File: src/sv/kmid_pkg.sv
`timescale 1ns / 1ps
// ---------------------------------------------------------------------------
// kmid_pkg
// types and constants shared by the key matrix debouncer files
// ---------------------------------------------------------------------------
package kmid_pkg;

   localparam int unsigned KEY_WIDTH    = 32;
   localparam int unsigned TIME_WIDTH   = 32;
   localparam int unsigned COUNT_WIDTH  = 8;
   localparam int unsigned PERIOD_WIDTH = 16;
   localparam int unsigned CSR_AW       = 3;
   localparam int unsigned CSR_DW       = 32;

   localparam logic [COUNT_WIDTH-1:0]  COUNT_MAX       = '1;
   localparam logic [PERIOD_WIDTH-1:0] PERIOD_RESET    = 16'd1;
   localparam logic [COUNT_WIDTH-1:0]  THRESHOLD_RESET = 8'd5;

   typedef enum logic [0:0] {
      REG_SCAN_PERIOD     = 1'b0,
      REG_PRESS_THRESHOLD = 1'b1
   } reg_index_type;

   typedef struct packed {
      logic [PERIOD_WIDTH-1:0] scan_period;
      logic [COUNT_WIDTH-1:0]  press_threshold;
   } cfg_type;

endpackage

File: src/sv/kmid_req_if.sv
`timescale 1ns / 1ps
// ---------------------------------------------------------------------------
// kmid_req_if
// request channel: timestamp and raw pressed-key bitmap
// ---------------------------------------------------------------------------
interface kmid_req_if;
   logic        valid;
   logic        ready;
   logic [31:0] time_ms;
   logic [31:0] raw_pressed;

   modport source (output valid, output time_ms, output raw_pressed, input ready);
   modport sink   (input valid, input time_ms, input raw_pressed, output ready);
endinterface

File: src/sv/kmid_rsp_if.sv
`timescale 1ns / 1ps
// ---------------------------------------------------------------------------
// kmid_rsp_if
// response channel: changed mask, stable bitmap and scan flag
// ---------------------------------------------------------------------------
interface kmid_rsp_if;
   logic        valid;
   logic        ready;
   logic [31:0] changed_keys;
   logic [31:0] stable_keys;
   logic        scan_done;

   modport source (output valid, output changed_keys, output stable_keys,
                   output scan_done, input ready);
   modport sink   (input valid, input changed_keys, input stable_keys,
                   input scan_done, output ready);
endinterface

File: src/sv/kmid_csr.sv
`timescale 1ns / 1ps
// ---------------------------------------------------------------------------
// kmid_csr
// apb-style register block holding scan period and press threshold
// ---------------------------------------------------------------------------
module kmid_csr (
   input  logic                         clock,
   input  logic                         reset,
   input  logic                         csr_psel,
   input  logic                         csr_penable,
   input  logic                         csr_pwrite,
   input  logic [kmid_pkg::CSR_AW-1:0]  csr_paddr,
   input  logic [kmid_pkg::CSR_DW-1:0]  csr_pwdata,
   output logic [kmid_pkg::CSR_DW-1:0]  csr_prdata,
   output logic                         csr_pready,
   output kmid_pkg::cfg_type            cfg
);
   import kmid_pkg::*;

   cfg_type       cfg_ff;
   cfg_type       cfg_in;
   reg_index_type index;
   logic          wr_en;

   assign index      = reg_index_type'(csr_paddr[2]);
   assign wr_en      = csr_psel && csr_penable && csr_pwrite && csr_pready;
   assign csr_pready = 1'b1;
   assign cfg        = cfg_ff;

   always_comb begin
      cfg_in = cfg_ff;
      if (wr_en) begin
         case (index)
            REG_SCAN_PERIOD:     cfg_in.scan_period = csr_pwdata[PERIOD_WIDTH-1:0];
            REG_PRESS_THRESHOLD: cfg_in.press_threshold = csr_pwdata[COUNT_WIDTH-1:0];
            default:             cfg_in = cfg_ff;
         endcase
      end
   end

   always_comb begin
      case (index)
         REG_SCAN_PERIOD:     csr_prdata = {{(CSR_DW-PERIOD_WIDTH){1'b0}}, cfg_ff.scan_period};
         REG_PRESS_THRESHOLD: csr_prdata = {{(CSR_DW-COUNT_WIDTH){1'b0}},
                                            cfg_ff.press_threshold};
         default:             csr_prdata = '0;
      endcase
   end

   always_ff @(posedge clock) begin
      if (reset) begin
         cfg_ff.scan_period     <= PERIOD_RESET;
         cfg_ff.press_threshold <= THRESHOLD_RESET;
      end else begin
         cfg_ff <= cfg_in;
      end
   end
endmodule

File: src/sv/kmid_key_cell.sv
`timescale 1ns / 1ps
// ---------------------------------------------------------------------------
// kmid_key_cell
// one key: saturating up/down integrator and its debounced state
// ---------------------------------------------------------------------------
module kmid_key_cell (
   input  logic                              clock,
   input  logic                              reset,
   input  logic                              scan,
   input  logic                              raw,
   input  logic [kmid_pkg::COUNT_WIDTH-1:0]  threshold,
   output logic                              stable_cur,
   output logic                              stable_nxt
);
   import kmid_pkg::*;

   logic [COUNT_WIDTH-1:0] count_ff;
   logic [COUNT_WIDTH-1:0] count_in;
   logic                   stable_ff;

   always_comb begin
      if (raw) begin
         count_in   = (count_ff == COUNT_MAX) ? count_ff : count_ff + 1'b1;
         stable_nxt = stable_ff || (count_in >= threshold);
      end else begin
         count_in   = (count_ff == '0) ? count_ff : count_ff - 1'b1;
         stable_nxt = stable_ff && (count_in != '0);
      end
   end

   assign stable_cur = stable_ff;

   always_ff @(posedge clock) begin
      if (reset) begin
         count_ff  <= '0;
         stable_ff <= 1'b0;
      end else if (scan) begin
         count_ff  <= count_in;
         stable_ff <= stable_nxt;
      end
   end
endmodule

File: src/sv/key_matrix_integrating_debouncer_unit.sv
`timescale 1ns / 1ps
// ---------------------------------------------------------------------------
// key_matrix_integrating_debouncer_unit
// integrating debouncer over a decoded key bitmap, gated by a scan period
// ---------------------------------------------------------------------------
// a request beat passes the input register and then the result register before it leaves as a response beat
// throughput: one beat per cycle while the response channel does not stall; all key integrators update in parallel
// the per-key integrator and stable bit close a feedback loop, as does the last scan time
// reset: synchronous, clears integrators, stable bitmap, last scan time
// and both channel valid flags; scan period 1 and threshold 5 after reset
module key_matrix_integrating_debouncer_unit #(
   parameter int unsigned NUM_KEYS = 32
) (
   input  logic                         clock,
   input  logic                         reset,
   kmid_req_if.sink                     req_bus,
   kmid_rsp_if.source                   rsp_bus,
   input  logic                         csr_psel,
   input  logic                         csr_penable,
   input  logic                         csr_pwrite,
   input  logic [kmid_pkg::CSR_AW-1:0]  csr_paddr,
   input  logic [kmid_pkg::CSR_DW-1:0]  csr_pwdata,
   output logic [kmid_pkg::CSR_DW-1:0]  csr_prdata,
   output logic                         csr_pready
);
   import kmid_pkg::*;

   cfg_type                cfg;
   logic                   in_valid_ff;
   logic [TIME_WIDTH-1:0]  in_time_ff;
   logic [KEY_WIDTH-1:0]   in_raw_ff;
   logic [TIME_WIDTH-1:0]  last_scan_ff;
   logic                   out_valid_ff;
   logic [KEY_WIDTH-1:0]   out_changed_ff;
   logic [KEY_WIDTH-1:0]   out_stable_ff;
   logic                   out_scan_ff;
   logic [TIME_WIDTH-1:0]  elapsed;
   logic                   advance;
   logic                   due;
   logic                   scan;
   logic [KEY_WIDTH-1:0]   stable_cur;
   logic [KEY_WIDTH-1:0]   stable_nxt;

   kmid_csr u_csr (
      .clock       (clock),
      .reset       (reset),
      .csr_psel    (csr_psel),
      .csr_penable (csr_penable),
      .csr_pwrite  (csr_pwrite),
      .csr_paddr   (csr_paddr),
      .csr_pwdata  (csr_pwdata),
      .csr_prdata  (csr_prdata),
      .csr_pready  (csr_pready),
      .cfg         (cfg)
   );

   assign advance = in_valid_ff && (!out_valid_ff || rsp_bus.ready);
   assign elapsed = in_time_ff - last_scan_ff;
   assign due     = elapsed >= {{(TIME_WIDTH-PERIOD_WIDTH){1'b0}}, cfg.scan_period};
   assign scan    = advance && due;

   assign req_bus.ready = !in_valid_ff || advance;

   genvar k;
   generate
      for (k = 0; k < KEY_WIDTH; k++) begin : g_key
         if (k < NUM_KEYS) begin : g_cell
            kmid_key_cell u_cell (
               .clock      (clock),
               .reset      (reset),
               .scan       (scan),
               .raw        (in_raw_ff[k]),
               .threshold  (cfg.press_threshold),
               .stable_cur (stable_cur[k]),
               .stable_nxt (stable_nxt[k])
            );
         end else begin : g_none
            assign stable_cur[k] = 1'b0;
            assign stable_nxt[k] = 1'b0;
         end
      end
   endgenerate

   always_ff @(posedge clock) begin
      if (reset) begin
         in_valid_ff  <= 1'b0;
         out_valid_ff <= 1'b0;
         last_scan_ff <= '0;
      end else begin
         if (req_bus.ready) begin
            in_valid_ff <= req_bus.valid;
         end
         if (advance) begin
            out_valid_ff <= 1'b1;
         end else if (rsp_bus.ready) begin
            out_valid_ff <= 1'b0;
         end
         if (scan) begin
            last_scan_ff <= in_time_ff;
         end
      end
   end

   always_ff @(posedge clock) begin
      if (req_bus.ready && req_bus.valid) begin
         in_time_ff <= req_bus.time_ms;
         in_raw_ff  <= req_bus.raw_pressed;
      end
      if (advance) begin
         out_scan_ff    <= due;
         out_changed_ff <= due ? (stable_nxt ^ stable_cur) : '0;
         out_stable_ff  <= due ? stable_nxt : stable_cur;
      end
   end

   assign rsp_bus.valid        = out_valid_ff;
   assign rsp_bus.changed_keys = out_changed_ff;
   assign rsp_bus.stable_keys  = out_stable_ff;
   assign rsp_bus.scan_done    = out_scan_ff;
endmodule

File: src/flat_wrapper.sv
// flat-port wrapper written by rule: the top's interface ports become plain ports
module key_matrix_integrating_debouncer_unit_flat import kmid_pkg::*;
#(
   parameter int unsigned NUM_KEYS = 32
)
  (clock, reset, csr_psel, csr_penable, csr_pwrite, csr_paddr, csr_pwdata, csr_prdata, csr_pready, req_bus_valid, req_bus_time_ms, req_bus_raw_pressed, req_bus_ready, rsp_bus_valid, rsp_bus_changed_keys, rsp_bus_stable_keys, rsp_bus_scan_done, rsp_bus_ready);
  kmid_req_if req_bus_i ();
  kmid_rsp_if rsp_bus_i ();
  input  logic clock;
  input  logic reset;
  input  logic csr_psel;
  input  logic csr_penable;
  input  logic csr_pwrite;
  input  logic [kmid_pkg::CSR_AW-1:0] csr_paddr;
  input  logic [kmid_pkg::CSR_DW-1:0] csr_pwdata;
  output logic [kmid_pkg::CSR_DW-1:0] csr_prdata;
  output logic csr_pready;
  input wire logic [$bits(req_bus_i.valid)-1:0] req_bus_valid;
  input wire logic [$bits(req_bus_i.time_ms)-1:0] req_bus_time_ms;
  input wire logic [$bits(req_bus_i.raw_pressed)-1:0] req_bus_raw_pressed;
  output wire logic [$bits(req_bus_i.ready)-1:0] req_bus_ready;
  output wire logic [$bits(rsp_bus_i.valid)-1:0] rsp_bus_valid;
  output wire logic [$bits(rsp_bus_i.changed_keys)-1:0] rsp_bus_changed_keys;
  output wire logic [$bits(rsp_bus_i.stable_keys)-1:0] rsp_bus_stable_keys;
  output wire logic [$bits(rsp_bus_i.scan_done)-1:0] rsp_bus_scan_done;
  input wire logic [$bits(rsp_bus_i.ready)-1:0] rsp_bus_ready;
  assign req_bus_i.valid = req_bus_valid;
  assign req_bus_i.time_ms = req_bus_time_ms;
  assign req_bus_i.raw_pressed = req_bus_raw_pressed;
  assign req_bus_ready = req_bus_i.ready;
  assign rsp_bus_valid = rsp_bus_i.valid;
  assign rsp_bus_changed_keys = rsp_bus_i.changed_keys;
  assign rsp_bus_stable_keys = rsp_bus_i.stable_keys;
  assign rsp_bus_scan_done = rsp_bus_i.scan_done;
  assign rsp_bus_i.ready = rsp_bus_ready;
  key_matrix_integrating_debouncer_unit #(.NUM_KEYS(NUM_KEYS)) u_core (.clock(clock), .reset(reset), .req_bus(req_bus_i), .rsp_bus(rsp_bus_i), .csr_psel(csr_psel), .csr_penable(csr_penable), .csr_pwrite(csr_pwrite), .csr_paddr(csr_paddr), .csr_pwdata(csr_pwdata), .csr_prdata(csr_prdata), .csr_pready(csr_pready));
endmodule
File: config.mk
export PLATFORM = sky130hd
export DESIGN_NAME = key_matrix_integrating_debouncer_unit_flat
export DESIGN_NICKNAME = d
export VERILOG_FILES = /design/src/sv/kmid_pkg.sv /design/src/sv/kmid_req_if.sv /design/src/sv/kmid_rsp_if.sv /design/src/sv/kmid_csr.sv /design/src/sv/kmid_key_cell.sv /design/src/sv/key_matrix_integrating_debouncer_unit.sv /design/src/flat_wrapper.sv
export SDC_FILE = /design/constraint.sdc
export NUM_CORES = 2
export LEC_CHECK = 0
export ABC_AREA = 0
export BUFFER_PORTS_ARGS = -buffer_cell sky130_fd_sc_hd__buf_2
export CORE_MARGIN = 1
export CORE_UTILIZATION = 60
export CTS_BUF_LIST = sky130_fd_sc_hd__clkbuf_8
export DETAILED_ROUTE_END_ITERATION = 6
export PLACE_DENSITY = 0.87
export REMOVE_ABC_BUFFERS = 1
export SYNTH_ARGS = -nofsm -noshare
export SYNTH_HDL_FRONTEND = slang
export SYNTH_SLANG_ARGS = --single-unit
File: constraint.sdc
create_clock -name clock -period 5.15 [get_ports clock]
set_input_delay 0 -clock clock [delete_from_list [all_inputs] [get_ports clock]]
set_output_delay 0 -clock clock [all_outputs]
set_load 0.02 [all_outputs]
# ---- After elaboration in Yosys (flattened, before gate mapping)
# Cells that the tools add are included.
dict set report classes {
  n_addsub 65
  magnitude_cmp 33
  eq_ne 32
  n_mux 132
  n_bitwise 2
  reduce_logical 140
}
# op n
set ops {}
lappend ops {{8-bit 2-to-1 mux} 96}
lappend ops {{8-bit by 1-bit adder with 8-bit output, second input constant} 32}
lappend ops {{8-bit == test, second input constant} 32}
lappend ops {{8-bit >= comparator} 32}
lappend ops {{8-bit logical NOT} 32}
lappend ops {{8-bit nonzero test} 32}
lappend ops {{8-bit by 1-bit subtractor with 8-bit output, second input constant} 32}
lappend ops {{32-bit case mux with 2 select lines} 1}
lappend ops {{1-bit logical AND} 37}
lappend ops {{1-bit logical OR} 34}
lappend ops {{1-bit 2-to-1 mux} 34}
lappend ops {{32-bit by 16-bit >= comparator with 1-bit output} 1}
lappend ops {{32-bit 2-to-1 mux} 1}
lappend ops {{32-bit subtractor} 1}
lappend ops {{32-bit XOR} 1}
lappend ops {{2-bit AND reduction} 2}
lappend ops {{1-bit logical NOT} 2}
lappend ops {{2-bit nonzero test} 1}
lappend ops {{1-bit inverter} 1}
dict set report word_totals {
  register_bits 475
  in_bits 106
  output_inout_bits 100
  word_cells 478
}

# ---- Depth between registers and ports, before layout
dict set report depth {
  word_depth 6
  depth_mapped 26
  ltp_nobuf 22
}

# ---- Modules after synthesis
# A second synthesis with hierarchy kept.
dict set report hier_totals {
  hier_cells 5881
  hier_area_um2 45902.8
}
# module n_inst cells_each area_per_inst_um2 seq_area_each_um2
set modules_own_cells {}
lappend modules_own_cells {kmid_key_cell 32 152 1102.3 180.2}
lappend modules_own_cells {key_matrix_integrating_debouncer_unit 1 883 9303.9 4554.4}
lappend modules_own_cells {kmid_csr 1 134 1325.0 480.5}

# ---- Worst setup path after synthesis
# OpenSTA, ideal clock, no wires.
dict set report synth_timing {
  path_type {register to register}
  start {reg u_core.in_time_ff[0]}
  end {reg u_core.g_key[23].g_cell.u_cell.count_ff[0]}
  setup_ns 0.121
  t_arrival_ns 4.598
  required_ns 5.029
  slack_ns 0.432
  stages_incl_launch_ff 25
  n_path_buf 2
  synth_period_minus_slack_ns 4.718
  cell_sequence {edfxtp_1 > inv_1 > ha_1 > fa_1 > nand2b_1 > a21oi_1 > o21ai_1 > o21ai_0 > nand2_1 > nand2_1 > a21oi_1 > xnor2_1 > ha_1 > a211oi_1 > nor2_1 > a2111oi_2 > o221ai_1 > nor4_1 > o2111ai_1 > nor4_4 > a21oi_1 > buf_2 > buf_4 > o21ai_0 > mux2_2}
}
dict set report synth_via {
  elab_chain_len 3
}
# item line_no
set synth_lines {}
lappend synth_lines {{start: declaration} key_matrix_integrating_debouncer_unit.sv:30} ;# logic [TIME_WIDTH-1:0] in_time_ff;
lappend synth_lines {{start signal: assignment} key_matrix_integrating_debouncer_unit.sv:106} ;# in_time_ff <= req_bus.time_ms;
lappend synth_lines {{32-bit subtractor} key_matrix_integrating_debouncer_unit.sv:58} ;# assign elapsed = in_time_ff - last_scan_ff;
lappend synth_lines {{32-bit by 16-bit >= comparator with 1-bit output} key_matrix_integrating_debouncer_unit.sv:59} ;# assign due = elapsed >= {{(TIME_WIDTH-PERIOD_WIDTH){1'b0}}, cfg.scan_period};
lappend synth_lines {{1-bit logical AND} key_matrix_integrating_debouncer_unit.sv:60} ;# assign scan = advance && due;
lappend synth_lines {{end signal: assignment} kmid_key_cell.sv:38} ;# count_ff <= count_in;
lappend synth_lines {{end: declaration} kmid_key_cell.sv:17} ;# logic [COUNT_WIDTH-1:0] count_ff;
# Every way passes these cells.
# A chain may end at the register's enable or synchronous reset.

# ---- Worst setup path in the final report
dict set report layout_timing {
  start {reg u_core.in_time_ff[2]}
  end {reg u_core.out_stable_ff[24] (netlist: u_core.rsp_bus.stable_keys[24]) (data pin)}
}
dict set report layout_via {
  elab_chain_len 3
}
# item line_no
set layout_lines {}
lappend layout_lines {{32-bit subtractor} key_matrix_integrating_debouncer_unit.sv:58}
lappend layout_lines {{32-bit by 16-bit >= comparator with 1-bit output} key_matrix_integrating_debouncer_unit.sv:59}
lappend layout_lines {{32-bit 2-to-1 mux} key_matrix_integrating_debouncer_unit.sv:112} ;# out_stable_ff <= due ? stable_nxt : stable_cur;
lappend layout_lines {{end signal: assignment} key_matrix_integrating_debouncer_unit.sv:112}
lappend layout_lines {{end: declaration} key_matrix_integrating_debouncer_unit.sv:35} ;# logic [KEY_WIDTH-1:0] out_stable_ff;
# Every way passes these cells.

==> Implementation_results.wiki <==
{| class="wikitable"
! Metric !! Value
|-
| Critical path's largest stage delay || 0.42 ns
|-
| Cell Chain, Critical Path || ha_2, o211ai_1, a21oi_2, buf_4, o21ai_2, nand2_1, nand2_1, nand2_1, a21oi_2, xnor2_1, ha_1, and4_1, a221oi_2, o2111ai_1, nor4_2, o2111ai_2, nor4_4, buf_6, buf_4, buf_4, nand2_8, buf_12, nor2_1, a21oi_1
|-
| # setup viols final || 0
|-
| Iter 0 DRT Violations || between 4000 and 5000
|-
| Average wire length per cell after detail routing || 18.4 um
|-
| Row count || 94
|-
| Slew HR || between 20% and 30%
|-
| Power density of the placed cells || 272 nW/um2
|-
| Final critical-path setup slack || 0.144 ns
|-
| Maximum fanout along the worst path || 34
|-
| Initial core utilization || between 60% and 70%
|-
| Leakage power || approximately 18 nW
|-
| Placement Setup Slack || -0.0563 ns
|-
| FFs w/ async S/R, synth || 0%
|-
| Fin nets || around 6000
|-
| Category of the worst setup path launch point || flip-flop
|-
| Count of filler cells inserted in the layout || 5280
|-
| CTS tree || done
|-
| Area of the mapped netlist || 40200 um2
|-
| Final Cycle Share || 97.2%
|-
| Skew-Pair Late Insertion Delay || 0.71 ns
|-
| Top cell type by total area after synthesis || sky130_fd_sc_hd__dfxtp_1
|-
| Area of the core || ~66000 um2
|-
| Global Route Usage Sum || 32.3%
|-
| Number of failing hold endpoints at the final stage || 0
|-
| Largest net degree at the start of global routing || 140
|-
| Minimum period implied by the final worst setup slack || approximately 5 ns
|-
| Number of standard cells after synthesis || approximately 5400
|-
| Global-route track usage on met2 || 54.4%
|-
| Number of iterations in the first detailed-routing pass || 7
|-
| Number of distinct library cells after synthesis || 80
|-
| Clock Sinks || ~480
|-
| Peak VDD IR || around 0.00028 V
|-
| Fmax || 200 MHz
|-
| Antenna-violating nets left || 0
|-
| Die width || ~260 um
|-
| Pin slew with the least headroom to its limit || between 1 and 1.5 ns
|-
| Result of the run || complete, but fails checks
|-
| Overall via count from detail_route || between 40000 and 50000
|-
| Data required time of the critical path || about 5.6 ns
|-
| Slowest CP cell || sky130_fd_sc_hd__edfxtp_1
|-
| Total clock buffers created by CTS || roughly 90
|-
| Sum of net half-perimeters after detailed placement || roughly 73 mm
|-
| Nature of the critical path endpoint || flip-flop
|-
| Antenna violations before repair || 1
|-
| Buffer cell driving the clock tree root || sky130_fd_sc_hd__clkbuf_8
|-
| Synthesized flop and latch total || 475
|-
| Grt met1 use || between 40% and 50%
|-
| Full die area || a little under 70000 um2
|-
| Overflow left after global routing || 0
|-
| Area growth from synthesis to layout || 11.8%
|-
| Dominant register cell in the synthesized netlist || sky130_fd_sc_hd__dfxtp_1
|-
| Violations in the final reports || design-rule violations
|-
| Number of global-route vias before repair || 37013
|-
| Synth warnings || 0
|-
| Biggest area contributors in the synthesized netlist || sky130_fd_sc_hd__dfxtp_1, sky130_fd_sc_hd__ha_1, sky130_fd_sc_hd__edfxtp_1
|-
| Clock-pin slew reported for the worst setup and hold paths after clock tree synthesis || ~0.060 ns
|-
| Post-DR vias/cell || between 6 and 7
|-
| Crit Path Class || reg2reg
|-
| Mean instance size in the synthesized netlist || between 7 and 8 um2
|-
| Min-delay worst type || in2reg
|-
| Count of maximum capacitance violations || 0
|-
| Met3 usage || under 10%
|-
| IO buf count || 170
|-
| Ratio of cells with drive above 1 in the final layout || a little under 9%
|-
| DRC Markers || 12
|-
| Total wire length || roughly 120 mm
|-
| Core occupancy in the finished layout || 68.1%
|-
| Setup skew after layout || roughly 0.042 ns
|-
| Count of final max-slew check failures || 0
|-
| Fraction of post-synthesis cell area in the top cell type by area || 17.2%
|-
| Placer congestion estimate || approximately 0.95
|-
| Number of top-level design ports || about 200
|-
| Share of the yosys chip area belonging to registers || 26.8%
|-
| Busiest layer in global routing || met2
|-
| Vertical die dimension || 261 um
|-
| Wire length of the first global-routing pass || 184 mm
|-
| Number of enable-type register cells in the synthesized netlist || 129
|-
| Number of buffers between clock root and the deepest sink || 3
|-
| Arrival time at the worst endpoint || about 5.4 ns
|-
| Count of H-tree levels built during CTS || 3
|}
[what timing repair did]
item	in CTS	in global routing
hold endpoints to repair	178	0
pin swaps	0	9
gates resized for setup	4	38
endpoints found under the setup margin	51	376
setup buffers	0	11
gates cloned	2	11
hold buffers	128	0
[registers in the layout, summed over array words and instances, names as in the netlist]
register                               cells
u_core.last_scan_ff                       32
u_core.rsp_bus.valid                       1
u_core.rsp_bus.changed_keys               32
u_core.g_key.g_cell.u_cell.stable_cur     32
u_core.in_raw_ff                          32
u_core.rsp_bus.scan_done                   1
u_core.in_time_ff                         32
u_core.u_csr.cfg                          24
u_core.rsp_bus.stable_keys                32
u_core.g_key.g_cell.u_cell.count_ff      256
u_core.in_valid_ff                         1
[final cells by class]
cell class	instances	area [um2]	area share, %
Antenna cell	2	5.00	0.0111
Sequential cell	475	10800	24.0
Tap cell	864	1080	2.40
Clock inverter	60	438	0.974
Multi-Input combinational cell	4291	27100	60.2
Timing Repair Buffer	384	3260	7.25
Clock buffer	104	1430	3.18
Inverter	236	888	1.97
[per-stage QoR]
step	setup TNS, ns	std cells	total power [mW]	hold WS [ns]	cell area (um2)
after CTS	0	6392	12.1	0.00177	44500
after global placement	0	6098	7.96	0.176	41300
after global routing	-0.140	6415	12.9	0.0379	45000
final	0	6416	12.2	0.0404	45000
after detailed placement	-0.317	6098	8.08	0.178	41300
after floorplan	-2937.14	5001	7.21	0.0689	38600
[worst max-delay path, delay by kind of cell (launching register included)]
family / cells / cell delay (ns)
and+or+nand+nor: 8 / 1.30
xor gates and xnor gates: 1 / 0.15
adders and majority gates: 2 / 0.61
DFF: 1 / 0.42
AOI/OAI and AO/OA: 8 / 1.40
buffers and inverters: 5 / 0.80
[cells by family after synthesis]
| logic type | after synthesis | synth area share (%) |
|---|---|---|
| buf+inv | 635 | 6.43 |
| xor+xnor | 207 | 4.51 |
| simple gates | 2131 | 25.2 |
| mux | 59 | 1.56 |
| compound gates | 1476 | 23.0 |
| other cells | 2 | 0.0187 |
| flops | 475 | 26.8 |
| fa+ha+maj | 400 | 12.5 |
[routing by layer]
layer / vias to the layer above / routed length, um
li1: 19540 / -
met1: 19116 / 48600
met2: 1886 / 55400
met3: 348 / 9570
met4: 0 / 4230
met5: - / 0
[Yosys cell counts, drive strengths merged, types with 32 or more instances]
master / count
a211oi: 74
a21o: 114
a21oi: 537
a221oi: 44
a22o: 32
a31oi: 40
buf: 98
clkbuf: 301
dfxtp: 346
edfxtp: 129
ha: 399
inv: 236
nand2: 639
nand2b: 97
nand3: 202
nand4: 77
nor2: 513
nor2b: 79
nor3: 251
o211ai: 33
o21a: 43
o21ai: 318
o31ai: 45
or3: 89
xnor2: 161
xor2: 46
[power by group]
| group | total [mW] | internal, mW | switching [mW] |
|---|---|---|---|
| logic | 3.77 | 1.57 | 2.20 |
| registers | 4.52 | 4.11 | 0.415 |
| clock network | 3.95 | 2.19 | 1.76 |
| total | 12.2 | 7.87 | 4.38 |
[worst paths after layout]
path / start / endpoint / slack (ns) / cells after the start
max reg2reg: u_core.in_time_ff[2] / u_core.rsp_bus.stable_keys[24] / 0.14 / 24
min: req_bus_raw_pressed[25] / u_core.in_raw_ff[25] / 0.04 / 2
min reg2reg: u_core.last_scan_ff[22] / u_core.last_scan_ff[22] / 0.46 / 2
max: u_core.in_time_ff[2] / u_core.rsp_bus.stable_keys[24] / 0.14 / 24
[layout by cell type (no fill, tap or decap), drive strengths merged, types with 40 or more instances in the layout]
cell	n
nand2b	97
dlygate4sd3	128
ha	399
inv	263
a211oi	74
nand2	639
a31oi	40
nor2	513
nand3	202
a21o	115
xor2	46
nor3	251
o21ai	318
or3	89
o21a	43
dfxtp	346
a21oi	537
a221oi	44
nor2b	79
clkbuf	115
nand4	77
edfxtp	129
o31ai	45
buf	245
xnor2	161
Power figures use the tool's default switching activity.
